===== src/rtl/tif_pkg.sv =====
// ----------------------------------------------------------------------------
// tif_pkg
// Shared types, telnet codes and a helper function for the telnet IAC filter.
// ----------------------------------------------------------------------------
package tif_pkg;

	// telnet command bytes
	localparam logic [7:0] TN_IAC  = 8'd255;
	localparam logic [7:0] TN_DONT = 8'd254;
	localparam logic [7:0] TN_DO   = 8'd253;
	localparam logic [7:0] TN_WONT = 8'd252;
	localparam logic [7:0] TN_WILL = 8'd251;
	localparam logic [7:0] TN_SB   = 8'd250;
	localparam logic [7:0] TN_SE   = 8'd240;

	// client bytes dropped outside raw mode
	localparam logic [7:0] CH_NUL  = 8'd0;
	localparam logic [7:0] CH_LF   = 8'd10;

	// binary transmission option
	localparam logic [7:0] OPT_BINARY = 8'd0;

	// parser states
	localparam logic [1:0] PS_DATA = 2'd0;
	localparam logic [1:0] PS_IAC  = 2'd1;
	localparam logic [1:0] PS_OPT  = 2'd2;
	localparam logic [1:0] PS_SUB  = 2'd3;

	// pending negotiation command, as command minus WILL
	localparam logic [1:0] PC_WILL = 2'd0;
	localparam logic [1:0] PC_WONT = 2'd1;
	localparam logic [1:0] PC_DO   = 2'd2;
	localparam logic [1:0] PC_DONT = 2'd3;

	// one classified input: up to three bytes in one direction
	typedef struct packed {
		logic [1:0] cnt;
		logic       to_client;
		logic [7:0] b0;
		logic [7:0] b1;
		logic [7:0] b2;
	} cmd_t;

	// reply byte sent back for a negotiation command
	function automatic logic [7:0] reply_byte(input logic [1:0] pend);
		logic [7:0] r;
		case (pend)
			PC_WILL: r = TN_DO;
			PC_WONT: r = TN_DONT;
			PC_DO:   r = TN_WILL;
			PC_DONT: r = TN_WONT;
			default: r = TN_WONT;
		endcase
		return r;
	endfunction

endpackage


===== src/rtl/tif_front.sv =====
// ----------------------------------------------------------------------------
// tif_front
// Accepts bytes, runs the telnet parser and turns each byte into a command
// naming the bytes to send.
// ----------------------------------------------------------------------------
module tif_front (
	input  logic               clk,
	input  logic               arst_n,
	input  logic               raw_mode,
	input  logic               accept,
	input  logic               action,
	input  logic [7:0]         data_byte,
	input  logic               door_active,
	output logic               cmd_push,
	output tif_pkg::cmd_t      cmd
);

	logic [1:0] parse_state_q;
	logic [1:0] pending_q;
	logic       binary_q;
	logic [1:0] parse_state_d;
	logic [1:0] pending_d;
	logic       binary_d;
	logic       want;
	logic [7:0] pend_diff;

	assign want      = ~pending_q[0];
	assign pend_diff = data_byte - tif_pkg::TN_WILL;

	// classify the byte and compute next parser state
	always_comb begin
		parse_state_d = parse_state_q;
		pending_d     = pending_q;
		binary_d      = binary_q;
		cmd.cnt       = 2'd0;
		cmd.to_client = 1'b0;
		cmd.b0        = data_byte;
		cmd.b1        = data_byte;
		cmd.b2        = tif_pkg::OPT_BINARY;
		if (action) begin
			cmd.to_client = 1'b1;
			cmd.cnt = (data_byte == tif_pkg::TN_IAC) ? 2'd2 : 2'd1;
		end else if ((!raw_mode && (data_byte == tif_pkg::CH_LF ||
				data_byte == tif_pkg::CH_NUL)) || !door_active) begin
			cmd.cnt = 2'd0;
		end else if (data_byte == tif_pkg::TN_IAC) begin
			if (parse_state_q == tif_pkg::PS_IAC) begin
				cmd.cnt       = 2'd1;
				parse_state_d = tif_pkg::PS_DATA;
			end else begin
				parse_state_d = tif_pkg::PS_IAC;
			end
		end else begin
			case (parse_state_q)
				tif_pkg::PS_IAC: begin
					if (data_byte >= tif_pkg::TN_WILL && data_byte <= tif_pkg::TN_DONT) begin
						pending_d     = pend_diff[1:0];
						parse_state_d = tif_pkg::PS_OPT;
					end else if (data_byte == tif_pkg::TN_SB) begin
						parse_state_d = tif_pkg::PS_SUB;
					end else begin
						parse_state_d = tif_pkg::PS_DATA;
					end
				end
				tif_pkg::PS_OPT: begin
					if (data_byte == tif_pkg::OPT_BINARY && binary_q != want) begin
						binary_d = want;
						cmd.cnt  = 2'd3;
						cmd.b0   = tif_pkg::TN_IAC;
						cmd.b1   = tif_pkg::reply_byte(pending_q);
					end
					parse_state_d = tif_pkg::PS_DATA;
				end
				tif_pkg::PS_SUB: begin
					if (data_byte == tif_pkg::TN_SE)
						parse_state_d = tif_pkg::PS_DATA;
				end
				default: begin
					cmd.cnt = 2'd1;
				end
			endcase
		end
	end

	assign cmd_push = accept && (cmd.cnt != 2'd0);

	// parser state
	always_ff @(posedge clk or negedge arst_n) begin
		if (!arst_n) begin
			parse_state_q <= tif_pkg::PS_DATA;
			pending_q     <= tif_pkg::PC_WILL;
			binary_q      <= 1'b0;
		end else if (accept) begin
			parse_state_q <= parse_state_d;
			pending_q     <= pending_d;
			binary_q      <= binary_d;
		end
	end

endmodule


===== src/rtl/tif_cmd_fifo.sv =====
// ----------------------------------------------------------------------------
// tif_cmd_fifo
// Short command queue between the parser and the byte sender.
// ----------------------------------------------------------------------------
module tif_cmd_fifo #(
	parameter int DEPTH = 2
) (
	input  logic               clk,
	input  logic               arst_n,
	input  logic               wr_en,
	input  tif_pkg::cmd_t      wr_cmd,
	input  logic               rd_en,
	output tif_pkg::cmd_t      rd_cmd,
	output logic               full,
	output logic               empty
);

	localparam int PTR_W = (DEPTH > 1) ? $clog2(DEPTH) : 1;
	localparam int CNT_W = $clog2(DEPTH + 1);
	localparam logic [PTR_W-1:0] LAST_PTR = PTR_W'(DEPTH - 1);
	localparam logic [CNT_W-1:0] FULL_CNT = CNT_W'(DEPTH);

	tif_pkg::cmd_t    slot_q [DEPTH];
	logic [PTR_W-1:0] wr_ptr_q;
	logic [PTR_W-1:0] rd_ptr_q;
	logic [CNT_W-1:0] count_q;

	assign full   = (count_q == FULL_CNT);
	assign empty  = (count_q == '0);
	assign rd_cmd = slot_q[rd_ptr_q];

	// storage
	always_ff @(posedge clk) begin
		if (wr_en)
			slot_q[wr_ptr_q] <= wr_cmd;
	end

	// pointers and fill count
	always_ff @(posedge clk or negedge arst_n) begin
		if (!arst_n) begin
			wr_ptr_q <= '0;
			rd_ptr_q <= '0;
			count_q  <= '0;
		end else begin
			if (wr_en)
				wr_ptr_q <= (wr_ptr_q == LAST_PTR) ? '0 : wr_ptr_q + 1'b1;
			if (rd_en)
				rd_ptr_q <= (rd_ptr_q == LAST_PTR) ? '0 : rd_ptr_q + 1'b1;
			if (wr_en && !rd_en)
				count_q <= count_q + 1'b1;
			else if (rd_en && !wr_en)
				count_q <= count_q - 1'b1;
		end
	end

endmodule


===== src/rtl/tif_back.sv =====
// ----------------------------------------------------------------------------
// tif_back
// Takes commands from the queue and sends their bytes one per cycle while pop is held high.
// ----------------------------------------------------------------------------
module tif_back (
	input  logic               clk,
	input  logic               arst_n,
	input  logic               cmd_empty,
	input  tif_pkg::cmd_t      cmd,
	output logic               cmd_pop,
	input  logic               pop,
	output logic               empty,
	output logic [7:0]         out_byte,
	output logic               to_client,
	output logic               last
);

	tif_pkg::cmd_t cur_q;
	logic          cur_valid_q;
	logic [1:0]    idx_q;
	logic          taken;

	assign empty     = ~cur_valid_q;
	assign taken     = pop && cur_valid_q;
	assign last      = (idx_q == cur_q.cnt - 2'd1);
	assign to_client = cur_q.to_client;
	assign cmd_pop   = !cmd_empty && (!cur_valid_q || (taken && last));

	// byte select
	always_comb begin
		case (idx_q)
			2'd0:    out_byte = cur_q.b0;
			2'd1:    out_byte = cur_q.b1;
			default: out_byte = cur_q.b2;
		endcase
	end

	// current command payload
	always_ff @(posedge clk) begin
		if (cmd_pop)
			cur_q <= cmd;
	end

	// sender control
	always_ff @(posedge clk or negedge arst_n) begin
		if (!arst_n) begin
			cur_valid_q <= 1'b0;
			idx_q       <= 2'd0;
		end else if (cmd_pop) begin
			cur_valid_q <= 1'b1;
			idx_q       <= 2'd0;
		end else if (taken) begin
			if (last) begin
				cur_valid_q <= 1'b0;
				idx_q       <= 2'd0;
			end else begin
				idx_q <= idx_q + 2'd1;
			end
		end
	end

endmodule


===== src/rtl/telnet_iac_filter_unit.sv =====
// ----------------------------------------------------------------------------
// telnet_iac_filter_unit
// Telnet IAC filter: parser front end, command queue and byte sender.
// ----------------------------------------------------------------------------
// The unit takes one byte per cycle (push while full is low) and parses it
// in the same cycle; each byte becomes zero to three result bytes that leave
// through the result port at one byte per cycle (pop while empty is low).
// A byte that yields one result sustains one byte per cycle; bytes that yield
// two or three results are limited by the single output byte per cycle, and
// the QUEUE_DEPTH-entry command queue absorbs short bursts. Full rises only
// when that queue is filled. An accepted byte's command is written into the
// queue, then moves to the sender, and its first result can be popped only
// after that, at the earliest.
// raw_mode is written through cfg_we / cfg_wdata and should only be changed
// while the unit is idle.
module telnet_iac_filter_unit #(
	parameter int QUEUE_DEPTH = 2
) (
	input  logic       clk,
	input  logic       arst_n,
	input  logic       cfg_we,
	input  logic       cfg_wdata,
	input  logic       push,
	output logic       full,
	input  logic       action,
	input  logic [7:0] data_byte,
	input  logic       door_active,
	output logic       empty,
	input  logic       pop,
	output logic [7:0] out_byte,
	output logic       to_client,
	output logic       last
);

	logic          raw_mode_q;
	logic          accept;
	logic          cmd_push;
	logic          cmd_pop;
	logic          cmd_empty;
	tif_pkg::cmd_t front_cmd;
	tif_pkg::cmd_t queue_cmd;

	assign accept = push && !full;

	// configuration register
	always_ff @(posedge clk or negedge arst_n) begin
		if (!arst_n)
			raw_mode_q <= 1'b0;
		else if (cfg_we)
			raw_mode_q <= cfg_wdata;
	end

	tif_front u_front (
		.clk         (clk),
		.arst_n      (arst_n),
		.raw_mode    (raw_mode_q),
		.accept      (accept),
		.action      (action),
		.data_byte   (data_byte),
		.door_active (door_active),
		.cmd_push    (cmd_push),
		.cmd         (front_cmd)
	);

	tif_cmd_fifo #(
		.DEPTH (QUEUE_DEPTH)
	) u_fifo (
		.clk    (clk),
		.arst_n (arst_n),
		.wr_en  (cmd_push),
		.wr_cmd (front_cmd),
		.rd_en  (cmd_pop),
		.rd_cmd (queue_cmd),
		.full   (full),
		.empty  (cmd_empty)
	);

	tif_back u_back (
		.clk       (clk),
		.arst_n    (arst_n),
		.cmd_empty (cmd_empty),
		.cmd       (queue_cmd),
		.cmd_pop   (cmd_pop),
		.pop       (pop),
		.empty     (empty),
		.out_byte  (out_byte),
		.to_client (to_client),
		.last      (last)
	);

endmodule


===== config.mk =====
export PLATFORM = sky130hd
export DESIGN_NAME = telnet_iac_filter_unit
export DESIGN_NICKNAME = d
export VERILOG_FILES = /design/src/rtl/tif_pkg.sv /design/src/rtl/tif_front.sv /design/src/rtl/tif_cmd_fifo.sv /design/src/rtl/tif_back.sv /design/src/rtl/telnet_iac_filter_unit.sv
export SDC_FILE = /design/constraint.sdc
export NUM_CORES = 1
export LEC_CHECK = 0
export ABC_AREA = 1
export BUFFER_PORTS_ARGS = -buffer_cell sky130_fd_sc_hd__buf_2
export CAP_MARGIN = 20
export CORE_MARGIN = 2
export CORE_UTILIZATION = 53
export DETAILED_ROUTE_END_ITERATION = 16
export GPL_TIMING_DRIVEN = 0
export MAX_ROUTING_LAYER = met4
export PLACE_DENSITY = 0.71
export SLEW_MARGIN = 25
export SYNTH_ARGS = -nofsm -noshare
export SYNTH_HDL_FRONTEND = slang
export SYNTH_HIERARCHICAL = 1
export SYNTH_SLANG_ARGS = --single-unit

===== constraint.sdc =====
create_clock -name clk -period 3.2 [get_ports clk]
set_input_delay 0.64 -clock clk [delete_from_list [all_inputs] [get_ports clk]]
set_output_delay 0.64 -clock clk [all_outputs]
set_load 0.005 [all_outputs]

* Word level (Yosys, flattened, before mapping)
Memory sizes are Yosys's and may differ from the RTL's. A register that Yosys moved wholly into a read port is not among the register bits.
Cells that the tools add are included.
** Cells by class
- Add/sub/neg operators :: 7
- $lt $le $gt $ge :: 2
- Equal/unequal tests :: 15
- Mux-type cells :: 33
- Bitwise logic cells :: 5
- Reduce and logical (&&, ||, !) cells :: 34
** Operators with widths (count)
- $mux W16 :: 5
- $pmux W8 S4 :: 1
- $mux W2 :: 14
- $eq A8 B8 Y1 const B :: 3
- $pmux W8 S2 :: 1
- $reduce_and A6 Y1 :: 2
- $eq A2 B2 Y1 const B :: 5
- $logic_and A1 B1 Y1 :: 10
- $mux W1 :: 10
- $eq A8 B4 Y1 const B :: 1
- $ge A8 B8 Y1 const B :: 1
- $le A8 B8 Y1 const B :: 1
- $logic_not A8 Y1 :: 1
- $reduce_bool A2 Y1 :: 4
- $logic_not A1 Y1 :: 7
- $eq A2 B1 Y1 const B :: 3
- $logic_not A2 Y1 :: 3
- $pmux W2 S3 :: 1
- $not A1 Y1 :: 5
- $reduce_and A5 Y1 :: 1
- $add A2 B1 Y2 const B :: 2
- $pmux W2 S2 :: 1
- $reduce_bool A4 Y1 :: 1
- $sub A2 B1 Y2 const B :: 2
- other kinds (8) :: 11
** Storage, ports and cells
- Bits in registers :: 21
- RAM bits :: 38
- Memories kept :: 1
** Memory list
- u_fifo.slot_q :: words 2, bits a word 19, rd ports 1, clocked after Yosys merged registers in 1, wr ports 1, line tif_cmd_fifo.sv:23 : tif_pkg::cmd_t slot_q [DEPTH];

* Depth between registers and ports, before layout
Gate-level depths: netlist (run 1).
- Word-level depth :: 14
- Mapped depth :: 18
- Gate-level depth less buffers :: 18

* Cells and area by module
The synthesis (run 1) kept the hierarchy.
** By module, submodules not included
- tif_cmd_fifo :: instances 1, cells each 109, area each 2254.7 um2, seq. area each 1721.7 um2
- tif_back :: instances 1, cells each 85, area each 1183.6 um2, seq. area each 885.8 um2
- tif_front :: instances 1, cells each 132, area each 775.7 um2, seq. area each 125.1 um2
- telnet_iac_filter_unit :: instances 1, cells each 7, area each 47.5 um2, seq. area each 25.0 um2

* Worst setup path before layout (run 1)
Ideal clock, no wire load.
- Path type :: input to register
- Start point :: in data_byte[0]
- End point :: mem u_fifo/slot_q[0][0] (netlist name), enable pin
- Library setup time :: 0.411 ns
- Arrival :: 2.853 ns
- Data required time :: 2.789 ns
- Slack :: -0.064 ns
- Stages :: 12
- Cell sequence :: inv_1 > ha_1 > nand3_2 > nor2_2 > nand3_2 > nor2_4 > nor2_1 > nand3_1 > nand2_1 > inv_1 > inv_1 > nor2_1
** On the way
- Longest elaborated chain between the ends :: 11
- Elaborated cells between the ends (all ways) :: 17
- Classes of those cells :: eq/ne: 2; mux: 8; reduce/logical: 7
** Ends and longest elaborated chain
- start, declared :: line telnet_iac_filter_unit.sv:26 : input logic [7:0] data_byte,
- $logic_not A8 Y1 :: line tif_front.sv:44, tif_front.sv:66
- $logic_and A1 B1 Y1 :: line tif_front.sv:66 : if (data_byte == tif_pkg::OPT_BINARY && binary_q != want) begin
- $mux W2 :: line tif_front.sv:66
- $pmux W2 S2 :: line tif_front.sv:54 : case (parse_state_q)
- $mux W2 :: line tif_front.sv:46 : end else if (data_byte == tif_pkg::TN_IAC) begin
- $mux W2 :: line tif_front.sv:43 : end else if ((!raw_mode && (data_byte == tif_pkg::CH_LF ||
- $mux W2 * :: line tif_front.sv:40 : if (action) begin
- $reduce_bool A2 Y1 * :: line tif_front.sv:85 : assign cmd_push = accept && (cmd.cnt != 2'd0);
- $logic_and A1 B1 Y1 * :: line tif_front.sv:85
- net cmd_push :: line telnet_iac_filter_unit.sv:37 : logic cmd_push;
- $mux W1 * :: line tif_cmd_fifo.sv:34 : if (wr_en)
- $mux W1 (implied by the code) * :: line tif_cmd_fifo.sv:35 : slot_q[wr_ptr_q] <= wr_cmd;
- end, declared :: line tif_cmd_fifo.sv:23
Mark *: on every way through the listed nets, which the timed path passes. The rest lies on a longest branch.

* Worst setup path after layout (run 1)
- Start point :: in data_byte[0]
- End point :: mem u_fifo/slot_q[0][11] (netlist name), enable pin
The elaborated chain is that of the path after synthesis.

==> metrics.json, run 1 <==
{
  "global_route_hottest_layer": {"value": "met2"},
  "fillerInstances": {"value": 641},
  "clk_pin_slew": {"value": 0.09, "unit": "ns"},
  "drt_iter0_markers": {"value": 103},
  "cts-hold-fix-buffers": {"value": 0},
  "post_synth_num_cell_types": {"value": 31},
  "period_minus_slack": {"value": 2.57, "unit": "ns"},
  "grt_first_pass_wirelength": {"value": 10800, "unit": "um"},
  "global_routing_usage_on_met3": {"value": 3.21, "unit": "%"},
  "overall_global_routing_resource_usage": {"value": 17.1, "unit": "%"},
  "clock.fmax": {"value": 390, "unit": "MHz"},
  "sw_frac_of_total": {"value": 31.5, "unit": "%"},
  "share_seq_of_total_power": {"value": 48.2, "unit": "%"},
  "slew_headroom": {"value": 57.6, "unit": "%"},
  "number_of_enable_flip_flop_cells_after_synthesis": {"value": 81},
  "gp_congestion": {"value": 0.922},
  "layout-drive-gt1-share": {"value": 29.4, "unit": "%"},
  "max-vdd-ir-drop": {"value": 0.000448, "unit": "V"},
  "port_buffers": {"value": 27},
  "syn_inst": {"value": 333},
  "mostFrequentLayoutCell": {"value": "edfxtp_1"},
  "ys_ff_latch": {"value": 94},
  "synth.avg_cell_area": {"value": 12.8, "unit": "um^2"},
  "diode_count": {"value": 0},
  "groute.layer.met1.usage": {"value": 22.1, "unit": "%"},
  "worstReg2RegEnd": {"value": "u_fifo/slot_q[0][11]"},
  "hold_path_class": {"value": "input port to async pin"},
  "clock_tree_buf_depth": {"value": 2},
  "timing_max_transition_violations_final": {"value": 0},
  "layout.cells.most_common_list": {"value": "edfxtp_1, nand2_1, inv_1"},
  "netlist_area": {"value": 4260, "unit": "um^2"},
  "insertion_delay": {"value": 0.35, "unit": "ns"},
  "synth_async_sr_flop_share": {"value": 13.8, "unit": "%"},
  "layout-area-overhead-vs-synth": {"value": 12.4, "unit": "%"},
  "detailroute.via_count": {"value": 2357},
  "grt_pass1_vias": {"value": 2286},
  "floorplan.die.width": {"value": 93.7, "unit": "um"},
  "internal_power": {"value": 2.60, "unit": "mW"},
  "cts.sinks": {"value": 94},
  "setup_viol_count_final": {"value": 0},
  "worst_clock_skew": {"value": 0.00949, "unit": "ns"},
  "worst_ep_arrival_time": {"value": 2.63, "unit": "ns"},
  "critical_path.startpoint": {"value": "data_byte[0]"},
  "drtPass1Iterations": {"value": 4},
  "critical_path_peak_fanout": {"value": 17},
  "power_leakage": {"value": 2.03, "unit": "nW"},
  "dominantRegCellSynth": {"value": "edfxtp_1"},
  "finish.utilization": {"value": 61.7, "unit": "%"},
  "detail-route-antenna-nets": {"value": 0},
  "crit_type": {"value": "input port to register"},
  "unrepaired_setup_endpoints_after_global_routing": {"value": "no"},
  "clock_tree_from_tritoncts": {"value": "built"},
  "worstMarginPinSlew": {"value": 0.635, "unit": "ns"},
  "fin_crit_sh": {"value": 80.2, "unit": "%"},
  "core.rowCount": {"value": 32},
  "place.detailed.hpwl": {"value": 4520, "unit": "um"},
  "drc": {"value": 0},
  "antenna_found_initial": {"value": 0},
  "num-nets-final": {"value": 405},
  "timing.final.hold_violations": {"value": 0},
  "ctsResizeCount": {"value": 0},
  "p_sw": {"value": 1.20, "unit": "mW"},
  "synth.yosys.seq_area_share": {"value": 64.7, "unit": "%"},
  "cap_violations": {"value": 0},
  "grt.met2_usage": {"value": 26.9, "unit": "%"},
  "multi_input_area": {"value": 1230, "unit": "um^2"},
  "via_per_inst": {"value": 4.84},
  "cts_setup_buffers": {"value": 0},
  "core_area": {"value": 7770, "unit": "um^2"},
  "yosys_warnings": {"value": 6},
  "register_to_register_path_depth": {"value": 12},
  "endpoint_kind": {"value": "register"},
  "finalInstanceArea": {"value": 4790, "unit": "um^2"},
  "cts-root-buf": {"value": "clkbuf_8"},
  "post_route_wl": {"value": 6570, "unit": "um"},
  "fin_worst_hold_slack": {"value": 0.175, "unit": "ns"},
  "critical_path_required": {"value": 3.26, "unit": "ns"},
  "die_area": {"value": 8770, "unit": "um^2"},
  "timing.reg2reg.setup_slack": {"value": 0.86, "unit": "ns"},
  "clock_tree.htree_level_count": {"value": 3},
  "cts-buffers-inserted": {"value": 9},
  "power_density": {"value": 793, "unit": "nW/um^2"},
  "grt-ovfl-total": {"value": 0},
  "top_level_ports": {"value": 28},
  "instance_area_after_placement": {"value": 4620, "unit": "um^2"},
  "seq_area": {"value": 2760, "unit": "um^2"},
  "avgRoutedWirePerCell": {"value": 13.5, "unit": "um"},
  "comb_power_share": {"value": 33.7, "unit": "%"},
  "worst_r2r_startpoint": {"value": "u_front/pending_q[0]"},
  "fp.dieH": {"value": 93.7, "unit": "um"},
  "floorplan.initialDensity": {"value": 54.9, "unit": "%"},
  "grt_max_degree": {"value": 28},
  "result_of_the_run": {"value": "finished clean"},
  "critPathLaunchType": {"value": "input port"},
  "power.share.clock": {"value": 18.1, "unit": "%"}
}
worst max-delay path, stage by stage:
cell and delay (ns):
buf_2 0.14, inv_1 0.08, ha_1 0.19, nand3_2 0.11, nor2_2 0.17, nand3_2 0.10
nor2_4 0.20, nor2_1 0.08, nand3_1 0.08, nand2_1 0.05, inv_1 0.13, inv_1 0.09
nor2_4 0.34, buf_16 0.22
metal layers:
metal  routed length, um  part of all wire (%)  vias up
met1                3090                    47     1090
met5                   0                     0        -
met2                3120                    47       49
met4                 125                   1.9        0
met3                 234                   3.6       10
li1                    -                     -     1208
worst max path at each step:
stage | to | slack [ns] | cells after the start
global route | u_fifo/slot_q[0][21] | 0.44 | 14
finish | u_fifo/slot_q[0][11] | 0.63 | 14
global placement | u_fifo/slot_q[0][24] | -0.39 | 13
floorplan | u_fifo/slot_q[0][0] | 0.39 | 12
CTS | u_fifo/slot_q[0][17] | 0.63 | 14
detailed placement | u_fifo/slot_q[0][24] | 0.26 | 14
through the flow:
stage	total power [mW]	worst slack, ns	std cells	TNS (ns)
global placement	3.05	-0.393	469	-13.52
floorplan	2.74	0.386	340	0
global route	4.04	0.438	487	0
CTS	3.84	0.634	487	0
finish	3.80	0.634	487	0
detailed placement	3.16	0.259	471	0
Yosys cell counts (2+ instances only):
master    instances  share of area (%)
a22oi_1           8                1.4
nand2_1          66                5.8
o21ai_1           2               0.23
nand2_2           5               0.73
a21oi_1           4               0.47
nand4_1           4               0.59
nor2_2            2               0.29
nor3_2            2               0.47
edfxtp_1         81                 57
inv_1            35                3.1
nor2_1           27                2.4
nor2_4            2               0.53
nand3_2           4               0.94
dfrtp_1          13                7.6
buf_4            14                2.5
o21ai_0           3               0.35
nand3_1           7               0.82
inv_2             5               0.44
ha_1              9                2.6
mux2_2            8                2.1
buf_2             2               0.23
xor2_1            2               0.41
buf_12            2               0.94
mux2_4           19                6.7
logic make-up (layout without fill, tap and decap cells):
| logic type | Yosys count | count (layout) | synth area share (%) |
|---|---|---|---|
| compound gates | 20 | 20 | 3.02 |
| xor+xnor | 3 | 3 | 0.617 |
| fa+ha+maj | 9 | 9 | 2.64 |
| buf+inv | 59 | 104 | 7.43 |
| flops | 94 | 94 | 64.7 |
| mux | 27 | 27 | 8.81 |
| other cells | 1 | 8 | 0.0880 |
| simple gates | 120 | 120 | 12.7 |
state kept, by name, indices dropped and copies added, names as in the netlist:
signal and count:
u_fifo/wr_ptr_q 1, u_front/parse_state_q 2, u_fifo/slot_q 54, u_back/to_client 1, u_front/binary_q 1, u_front/pending_q 2, u_back/cur_valid_q 1, u_fifo/count_q 2
u_fifo/rd_ptr_q 1, u_back/idx_q 2, u_back/cur_q 26, raw_mode_q 1
final cells by class:
type,instances,share of cell area [%]
clock buffers,9,2.58
repair buffers,29,3.97
inverters,40,3.13
clock inverters,7,0.992
multi-input cells,187,25.6
plain buffers,19,3.47
flip-flops and latches,94,57.5
well taps,102,2.66
power by group through the flow:
| stage | combinational (mW) | clock, mW | sequential, mW |
|---|---|---|---|
| floorplan | 0.905 | 0 | 1.83 |
| global placement | 1.19 | 0 | 1.86 |
| detailed placement | 1.29 | 0 | 1.86 |
| CTS | 1.30 | 0.702 | 1.83 |
| global route | 1.42 | 0.753 | 1.86 |
| finish | 1.28 | 0.686 | 1.83 |
No activity file was read; power rests on OpenSTA's default activity.
==> inputs of run 2 (changes only) <==
--- a/config.mk
+++ b/config.mk
@@ -5,7 +5,7 @@
 export SDC_FILE = /design/constraint.sdc
 export NUM_CORES = 1
 export LEC_CHECK = 0
-export ABC_AREA = 1
+export ABC_AREA = 0
 export BUFFER_PORTS_ARGS = -buffer_cell sky130_fd_sc_hd__buf_2
 export CAP_MARGIN = 20
 export CORE_MARGIN = 2
@@ -13,7 +13,7 @@
 export DETAILED_ROUTE_END_ITERATION = 16
 export GPL_TIMING_DRIVEN = 0
 export MAX_ROUTING_LAYER = met4
-export PLACE_DENSITY = 0.71
+export PLACE_DENSITY = 0.74
 export SLEW_MARGIN = 25
 export SYNTH_ARGS = -nofsm -noshare
 export SYNTH_HDL_FRONTEND = slang
==> constraint.sdc (replaced) <==
create_clock -name clk -period 2.3 [get_ports clk]
set_input_delay 0.46 -clock clk [delete_from_list [all_inputs] [get_ports clk]]
set_output_delay 0.46 -clock clk [all_outputs]
set_load 0.005 [all_outputs]
==> run 2 against run 1 <==
  * The run now ends with negative setup slack left
  * Design area up 7.0%
  * Sequential share of layout area down 3.8 points
  * Clock skew down 0.0025 ns
  * Synthesized cell count down 18%
  * Synthesized area down 0.97%
  * Utilization up 4.7 points
  * Power up 46%
  * Register-to-register slack worse by 0.94 ns
  * Wire length up 11%
  * Largest power group unchanged
==> metrics.json, run 2 <==
{
  "result_of_the_run": {"value": "complete, but fails checks"},
  "failing_checks": {"value": "negative setup slack"},
  "detail-route-antenna-nets": {"value": 0, "change": "unchanged"},
  "num-nets-final": {"value": 360, "change": "-11%"},
  "leading_cell_types_by_total_area_after_synthesis": {"value": "edfxtp_1, dfrtp_1, mux2_4"},
  "critPathLaunchType": {"value": "input port"},
  "worstPathBufferInverterCount": {"value": 2, "change": "-3"},
  "timing.final.hold_violations": {"value": 0, "change": "unchanged"},
  "synth.yosys.seq_area_share": {"value": 65.3, "unit": "%", "change": "+0.63 points"},
  "unrepaired_setup_endpoints_after_global_routing": {"value": "yes"},
  "number_of_enable_flip_flop_cells_after_synthesis": {"value": 81, "change": "unchanged"},
  "fp.dieH": {"value": 93.2, "unit": "um", "change": "-0.46%"},
  "clk_pin_slew": {"value": 0.09, "unit": "ns", "change": "about the same"},
  "timing.critical_path.cells": {"value": "buf_8 -> or4_4 -> or4_4 -> o31a_4 -> o31ai_4 -> nor2b_4 -> clkbuf_16"},
  "cpMostUsedCell": {"value": "or4_4"},
  "avgRoutedWirePerCell": {"value": 16.4, "unit": "um", "change": "+22%"},
  "overall_global_routing_resource_usage": {"value": 18.8, "unit": "%", "change": "+1.8 points"},
  "via_per_inst": {"value": 5.31, "change": "+9.7%"},
  "fillerInstances": {"value": 536, "change": "-16%"},
  "layout-drive-gt1-share": {"value": 43.5, "unit": "%", "change": "+14 points"},
  "clock.fmax": {"value": 401, "unit": "MHz"},
  "post-synth-top-area-fraction": {"value": 57.6, "unit": "%", "change": "+0.56 points"},
  "layout-area-overhead-vs-synth": {"value": 21.5, "unit": "%"},
  "critical_path_required": {"value": 2.38, "unit": "ns", "change": "-0.88 ns"},
  "synth_most_common_cell": {"value": "edfxtp_1"},
  "hold_path_class": {"value": "input port to register"},
  "port_buffers": {"value": 27, "change": "unchanged"},
  "floorplan.die.width": {"value": 93.2, "unit": "um", "change": "-0.46%"},
  "worstMarginPinSlew": {"value": 0.692, "unit": "ns", "change": "+0.0563 ns"},
  "mostFrequentLayoutCell": {"value": "edfxtp_1"},
  "diode_count": {"value": 0, "change": "unchanged"},
  "floorplan.initialDensity": {"value": 54.6, "unit": "%", "change": "-0.25 points"},
  "crit_type": {"value": "input port to register"},
  "insertion_delay": {"value": 0.36, "unit": "ns", "change": "about the same"},
  "synth.avg_cell_area": {"value": 15.5, "unit": "um^2", "change": "+21%"},
  "core.rowCount": {"value": 32, "change": "unchanged"},
  "detailroute.via_count": {"value": 2346, "change": "-0.47%"},
  "synth_area_leader": {"value": "edfxtp_1"},
  "stdcell_count": {"value": 442, "change": "-9.2%"},
  "drt_iter0_markers": {"value": 142, "change": "+38%"},
  "worst_clock_skew": {"value": 0.00699, "unit": "ns", "change": "-0.00250 ns"},
  "grt_first_pass_wirelength": {"value": 11700, "unit": "um", "change": "+7.9%"},
  "cap_violations": {"value": 0, "change": "unchanged"},
  "place.detailed.hpwl": {"value": 4500, "unit": "um", "change": "-0.51%"},
  "power_density": {"value": 1080, "unit": "nW/um^2", "change": "+36%"},
  "syn_inst": {"value": 272, "change": "-18%"},
  "cp_slowest_stage_delay": {"value": 0.57, "unit": "ns", "change": "+0.23 ns"},
  "yosys_warnings": {"value": 6, "change": "unchanged"},
  "multi_input_area": {"value": 1410, "unit": "um^2", "change": "+15%"},
  "grt_pass1_vias": {"value": 2395, "change": "+4.8%"},
  "synth_async_sr_flop_share": {"value": 13.8, "unit": "%", "change": "unchanged"},
  "worst_r2r_startpoint": {"value": "u_front/parse_state_q[0]"},
  "grt_max_degree": {"value": 17, "change": "-39%"},
  "cts-root-buf": {"value": "clkbuf_8"},
  "critical_path_peak_fanout": {"value": 7, "change": "-10"},
  "slew_headroom": {"value": 53.4, "unit": "%", "change": "-4.2 points"},
  "seq_area": {"value": 2760, "unit": "um^2", "change": "about the same"},
  "setup-tns-final": {"value": -10.17, "unit": "ns", "change": "-10.17 ns"},
  "hold_path_startpoint": {"value": "cfg_wdata"},
  "gp_congestion": {"value": 0.912, "change": "-1.1%"},
  "timing.critical_path.max_delay_family": {"value": "simple AND/OR/NAND/NOR gates"},
  "period_minus_slack": {"value": 2.50, "unit": "ns"},
  "dominantRegCellSynth": {"value": "edfxtp_1"},
  "top_level_ports": {"value": 28, "change": "unchanged"},
  "cts.sinks": {"value": 94, "change": "unchanged"},
  "post-place-cells": {"value": 409, "change": "-13%"},
  "post_route_wl": {"value": 7270, "unit": "um", "change": "+11%"},
  "endpoint_kind": {"value": "register"},
  "clock_tree_buf_depth": {"value": 2, "change": "unchanged"},
  "largest_reg_flops": {"value": 54, "change": "unchanged"},
  "die_area": {"value": 8690, "unit": "um^2", "change": "-0.93%"},
  "post_synth_num_cell_types": {"value": 48, "change": "+55%"},
  "timing_max_transition_violations_final": {"value": 0, "change": "unchanged"},
  "setup_slack_after_layout": {"value": -0.196, "unit": "ns", "change": "-0.830 ns"},
  "worst_ep_arrival_time": {"value": 2.58, "unit": "ns", "change": "-0.05 ns"},
  "largest_reg_by_ff_count": {"value": "u_fifo/slot_q"},
  "cts-buffers-inserted": {"value": 9, "change": "unchanged"},
  "netlist_area": {"value": 4220, "unit": "um^2", "change": "-0.97%"},
  "setup_viol_count_final": {"value": 73, "change": "+73"},
  "fin_crit_sh": {"value": 109, "unit": "%"},
  "crit_path_top_delay_cell": {"value": "or4_4"},
  "max-vdd-ir-drop": {"value": 0.000517, "unit": "V", "change": "+16%"},
  "clock_tree.htree_level_count": {"value": 3, "change": "unchanged"},
  "layout.cells.most_common_list": {"value": "edfxtp_1, buf_2, buf_4"},
  "core_area": {"value": 7730, "unit": "um^2", "change": "-0.52%"},
  "clock_tree_from_tritoncts": {"value": "built"},
  "fin_worst_hold_slack": {"value": 0.322, "unit": "ns", "change": "+0.147 ns"},
  "power_leakage": {"value": 2.03, "unit": "nW", "change": "+0.11%"},
  "critical_path.startpoint": {"value": "data_byte[5]"},
  "report.power.total": {"value": 5.54, "unit": "mW", "change": "+46%"},
  "grt-ovfl-total": {"value": 0, "change": "unchanged"},
  "top_regs": {"value": "u_fifo/slot_q x54, u_back/cur_q x26"},
  "drc": {"value": 0, "change": "unchanged"},
  "drtPass1Iterations": {"value": 4, "change": "unchanged"},
  "antenna_found_initial": {"value": 0, "change": "unchanged"},
  "finish.utilization": {"value": 66.4, "unit": "%", "change": "+4.7 points"},
  "ys_ff_latch": {"value": 94, "change": "unchanged"},
  "netlist_top_cells_count": {"value": "edfxtp_1, nand2_1, mux2_4"}
}
==> run 2: worst paths after layout <==
check,to,cells past startpoint,slack [ns]
setup / recovery,u_fifo/slot_q[0][16],7,-0.20
hold / removal,raw_mode_q,2,0.32
setup reg to reg,u_fifo/slot_q[0][16],6,-0.08
hold reg to reg,u_fifo/count_q[1],1,0.50
max in group asynchronous,u_back/idx_q[0],2,1.53
min in group asynchronous,u_fifo/count_q[1],2,0.51
==> run 2: cells by family (layout without fill, tap and decap cells) <==
group / after synthesis / after routing / share of synthesized area [%]
other: 1 / 8 / 0.0889
and+or+nand+nor: 61 / 64 / 8.15
adders and majority gates: 9 / 9 / 2.67
buffers and inverters: 32 / 90 / 5.28
muxes: 38 / 38 / 11.9
AOI/OAI and AO/OA: 29 / 29 / 4.95
DFF: 94 / 94 / 65.3
xor gates and xnor gates: 8 / 8 / 1.66
==> run 2: where the power goes <==
part	switching (mW)	total [mW]	internal [mW]	leakage, nW
sequential	0.159	2.50	2.34	0.902
clock	0.563	1.29	0.725	0.120
combinational	0.861	1.76	0.895	1.01
==> run 2: layout make-up <==
cell class              instances  share of cell area [%]
clock inverters                 7                    2.34
multi-input cells             156                    27.6
repair buffers                 44                    6.81
flip-flops and latches         94                    53.8
plain buffers                  20                    3.46
well taps                     102                    2.49
clock buffers                   9                    2.42
inverters                      10                    1.12
==> run 2: repair_timing <==
item / CTS / global route
gates cloned: 4 / 1
buffers inserted: 10 / 3
pin swaps: 5 / 4
endpoints found under the setup margin: 74 / 82
gates resized for setup: 15 / 15
hold endpoints to repair: 13 / 0
hold buffers: 1 / 0
==> run 2: layer usage <==
layer,GRT usage [%],part of all wire (%)
met5,-,0
met4,8.46,2.3
met3,3.95,4.5
met2,31.7,52
met1,21.8,41
==> run 2: per-stage QoR <==
| stage | setup slack [ns] | cell area, um^2 |
|---|---|---|
| finish | -0.196 | 5130 |
| global route | -0.221 | 5130 |
| CTS | -0.169 | 5060 |
| detailed placement | -1.04 | 4610 |
| global placement | -1.00 | 4580 |
| floorplan | -0.515 | 4320 |
==> inputs of run 3 (changes only) <==
--- a/config.mk
+++ b/config.mk
@@ -5,7 +5,7 @@
 export SDC_FILE = /design/constraint.sdc
 export NUM_CORES = 1
 export LEC_CHECK = 0
-export ABC_AREA = 0
+export ABC_AREA = 1
 export BUFFER_PORTS_ARGS = -buffer_cell sky130_fd_sc_hd__buf_2
 export CAP_MARGIN = 20
 export CORE_MARGIN = 2
@@ -14,7 +14,7 @@
 export GPL_TIMING_DRIVEN = 0
 export MAX_ROUTING_LAYER = met4
 export PLACE_DENSITY = 0.74
-export SLEW_MARGIN = 25
+export SLEW_MARGIN = 20
 export SYNTH_ARGS = -nofsm -noshare
 export SYNTH_HDL_FRONTEND = slang
 export SYNTH_HIERARCHICAL = 1
==> run 3 against run 2 <==
  * The flow now finishes without violations
  * Sequential cell count unchanged
  * Sequential share of layout area up 1.2 points
  * Power up 4.1%
  * Critical path depth unchanged
  * Clock skew up 0.0014 ns
  * Utilization down 1.8 points
  * Register-to-register slack better by 0.28 ns
  * Worst setup slack better by 0.31 ns
  * Via count up 4.9%
  * Non-clock buffer count down 5
  * Global-route usage up 0.99 points
  * Critical path type is now register to primary output
  * Largest cell class unchanged
==> metrics.json, run 3 (synthesized netlist as in run 1, its figures left out) <==
{
  "largest_reg_by_ff_count": {"value": "u_fifo/slot_q"},
  "clock_tree_buf_depth": {"value": 2, "change": "unchanged"},
  "endpoint_kind": {"value": "primary output"},
  "grt_first_pass_wirelength": {"value": 12300, "unit": "um", "change": "+5.5%"},
  "cts-buffers-inserted": {"value": 9, "change": "unchanged"},
  "max-vdd-ir-drop": {"value": 0.000478, "unit": "V", "change": "-7.6%"},
  "clock_tree_from_tritoncts": {"value": "built"},
  "fp.dieH": {"value": 93.7, "unit": "um", "change": "+0.47%"},
  "place.detailed.hpwl": {"value": 4750, "unit": "um", "change": "+5.7%"},
  "cap_violations": {"value": 0, "change": "unchanged"},
  "critical_path_required": {"value": 1.84, "unit": "ns", "change": "-0.54 ns"},
  "crit_end": {"value": "out_byte[6]"},
  "worst_r2r_startpoint": {"value": "u_front/pending_q[0]"},
  "avgRoutedWirePerCell": {"value": 15.5, "unit": "um", "change": "-5.8%"},
  "top_level_ports": {"value": 28, "change": "unchanged"},
  "port_buffers": {"value": 27, "change": "unchanged"},
  "result_of_the_run": {"value": "finished clean"},
  "critPathLaunchType": {"value": "register"},
  "period_minus_slack": {"value": 2.18, "unit": "ns", "change": "-0.312 ns"},
  "layout-area-overhead-vs-synth": {"value": 17.7, "unit": "%"},
  "worstReg2RegEnd": {"value": "u_fifo/slot_q[1][20]"},
  "grt_max_degree": {"value": 16, "change": "-1"},
  "overall_global_routing_resource_usage": {"value": 19.8, "unit": "%", "change": "+0.99 points"},
  "fillerInstances": {"value": 578, "change": "+7.8%"},
  "cts.sinks": {"value": 94, "change": "unchanged"},
  "stdcell_count": {"value": 501, "change": "+13%"},
  "grt-ovfl-total": {"value": 0, "change": "unchanged"},
  "floorplan.initialDensity": {"value": 54.9, "unit": "%", "change": "+0.25 points"},
  "setup_viol_count_final": {"value": 0, "change": "-100%"},
  "dpl_worst_slack": {"value": -0.638, "unit": "ns", "change": "+0.404 ns"},
  "critical_path_peak_fanout": {"value": 8, "change": "+1"},
  "worstMarginPinSlew": {"value": 0.899, "unit": "ns", "change": "+0.208 ns"},
  "seq_area": {"value": 2760, "unit": "um^2", "change": "about the same"},
  "diode_count": {"value": 0, "change": "unchanged"},
  "cts-root-buf": {"value": "clkbuf_8"},
  "drc": {"value": 0, "change": "unchanged"},
  "critical_path.startpoint": {"value": "u_back/idx_q[0]"},
  "power_density": {"value": 1150, "unit": "nW/um^2", "change": "+6.5%"},
  "via_per_inst": {"value": 4.91, "change": "-7.4%"},
  "setup_slack_after_layout": {"value": 0.115, "unit": "ns", "change": "+0.312 ns"},
  "detailroute.via_count": {"value": 2462, "change": "+4.9%"},
  "detail-route-antenna-nets": {"value": 0, "change": "unchanged"},
  "crit_type": {"value": "register to primary output"},
  "register_to_register_path_depth": {"value": 12, "change": "+6"},
  "floorplan.die.width": {"value": 93.7, "unit": "um", "change": "+0.47%"},
  "report.power.total": {"value": 5.77, "unit": "mW", "change": "+4.1%"},
  "largest_reg_flops": {"value": 54, "change": "unchanged"},
  "core.rowCount": {"value": 32, "change": "unchanged"},
  "timing.critical_path.cells": {"value": "inv_2 -> ha_1 -> buf_6 -> nor2_4 -> a22oi_1 -> nand2_1 -> buf_2"},
  "slew_headroom": {"value": 40.1, "unit": "%", "change": "-13 points"},
  "num-nets-final": {"value": 419, "change": "+16%"},
  "timing_max_transition_violations_final": {"value": 0, "change": "unchanged"},
  "insertion_delay": {"value": 0.35, "unit": "ns", "change": "about the same"},
  "clk_pin_slew": {"value": 0.08, "unit": "ns", "change": "about the same"},
  "drt_iter0_markers": {"value": 185, "change": "+30%"},
  "setup-tns-final": {"value": 0, "unit": "ns", "change": "+10.17 ns"},
  "post_route_wl": {"value": 7760, "unit": "um", "change": "+6.8%"},
  "die_area": {"value": 8770, "unit": "um^2", "change": "+0.94%"},
  "cp_slowest_stage_delay": {"value": 0.42, "unit": "ns", "change": "-0.15 ns"},
  "worst_clock_skew": {"value": 0.00839, "unit": "ns", "change": "+0.00140 ns"},
  "antenna_found_initial": {"value": 0, "change": "unchanged"},
  "mostFrequentLayoutCell": {"value": "edfxtp_1"},
  "power_leakage": {"value": 2.12, "unit": "nW", "change": "+4.1%"},
  "timing.final.hold_violations": {"value": 0, "change": "unchanged"},
  "top_regs": {"value": "u_fifo/slot_q x54, u_back/cur_q x26"},
  "post-place-cells": {"value": 469, "change": "+15%"},
  "layout.cells.most_common_list": {"value": "edfxtp_1, nand2_1, inv_1"},
  "clock_tree.htree_level_count": {"value": 3, "change": "unchanged"},
  "timing.reg2reg.setup_slack": {"value": 0.20, "unit": "ns", "change": "+0.28 ns"},
  "multi_input_area": {"value": 1270, "unit": "um^2", "change": "-10%"},
  "gp_congestion": {"value": 0.909, "change": "-0.39%"},
  "clock.fmax": {"value": 458, "unit": "MHz", "change": "+14%"},
  "layout-drive-gt1-share": {"value": 33.6, "unit": "%", "change": "-9.9 points"},
  "grt_pass1_vias": {"value": 2349, "change": "-1.9%"},
  "crit_path_top_delay_cell": {"value": "dfrtp_1"},
  "hold_path_class": {"value": "input port to register"},
  "core_area": {"value": 7770, "unit": "um^2", "change": "+0.52%"},
  "worst_ep_arrival_time": {"value": 1.72, "unit": "ns", "change": "-0.86 ns"},
  "drtPass1Iterations": {"value": 4, "change": "unchanged"},
  "fin_crit_sh": {"value": 95.0, "unit": "%", "change": "-14 points"}
}
==> run 3: cell types whose count changed in the layout (fill, tap and decap cells not counted), sizes merged, moves of 5 or more <==
cell	before	now
a21oi	0	6
clkbuf	10	15
inv	11	39
mux2	33	27
mux2i	5	0
nand2	22	71
nand3	2	11
nor2	4	32
nor2b	10	0
or2	8	0
==> run 3: report_power, final <==
part	switching (mW)	internal, mW	total [mW]
sequential	0.195	2.40	2.59
clock	0.533	0.620	1.15
combinational	1.06	0.964	2.02
==> run 3: cell type report <==
type | instances | share of cell area (%)
Timing Repair Buffer | 40 | 5.94
Tap cell | 102 | 2.54
Sequential cell | 94 | 55.0
Clock inverter | 1 | 0.0998
Buffer | 19 | 3.57
Clock buffer | 15 | 4.39
Timing Repair inverter | 1 | 0.150
Inverter | 40 | 3.07
Multi-Input combinational cell | 189 | 25.2
==> run 3: critical path: cells and delay by family, from the launching register on <==
| family | cells | cell delay [ns] |
|---|---|---|
| AOI/OAI and AO/OA | 1 | 0.11 |
| adders and majority gates | 1 | 0.21 |
| buffers and inverters | 3 | 0.30 |
| DFF | 1 | 0.42 |
| and+or+nand+nor | 2 | 0.33 |
==> run 3: per-layer routing <==
| layer | GRT usage, % | wire (um) |
|---|---|---|
| met1 | 25.7 | 3440 |
| met2 | 30.5 | 3910 |
| met3 | 4.25 | 313 |
| met4 | 8.82 | 96 |
| met5 | - | 0 |
==> run 3: metrics by stage <==
stage	cell area [um^2]	util [%]	hold WS, ns
final	5010	64.6	0.300
after CTS	4930	63.5	0.289
after global routing	5010	64.6	0.321
after detailed placement	4570	58.8	0.381
after global placement	4570	58.8	0.375
after floorplan	4310	-	0.164
==> run 3: how the worst min path moves through the flow <==
stage	cells after the start	end	from
after floorplan	0	raw_mode_q	arst_n
after CTS	3	raw_mode_q	cfg_wdata
after global placement	1	u_fifo/rd_ptr_q	arst_n
final	3	raw_mode_q	cfg_wdata
after detailed placement	1	u_fifo/rd_ptr_q	arst_n
after global routing	3	raw_mode_q	cfg_wdata
==> run 3: timing repair <==
item | CTS | global route
setup buffers | 7 | 6
pin swaps | 3 | 6
hold buffers | 1 | 0
hold endpoints to repair | 11 | 0
gates cloned | 3 | 0
setup endpoints to repair | 56 | 63
gates resized for setup | 2 | 14
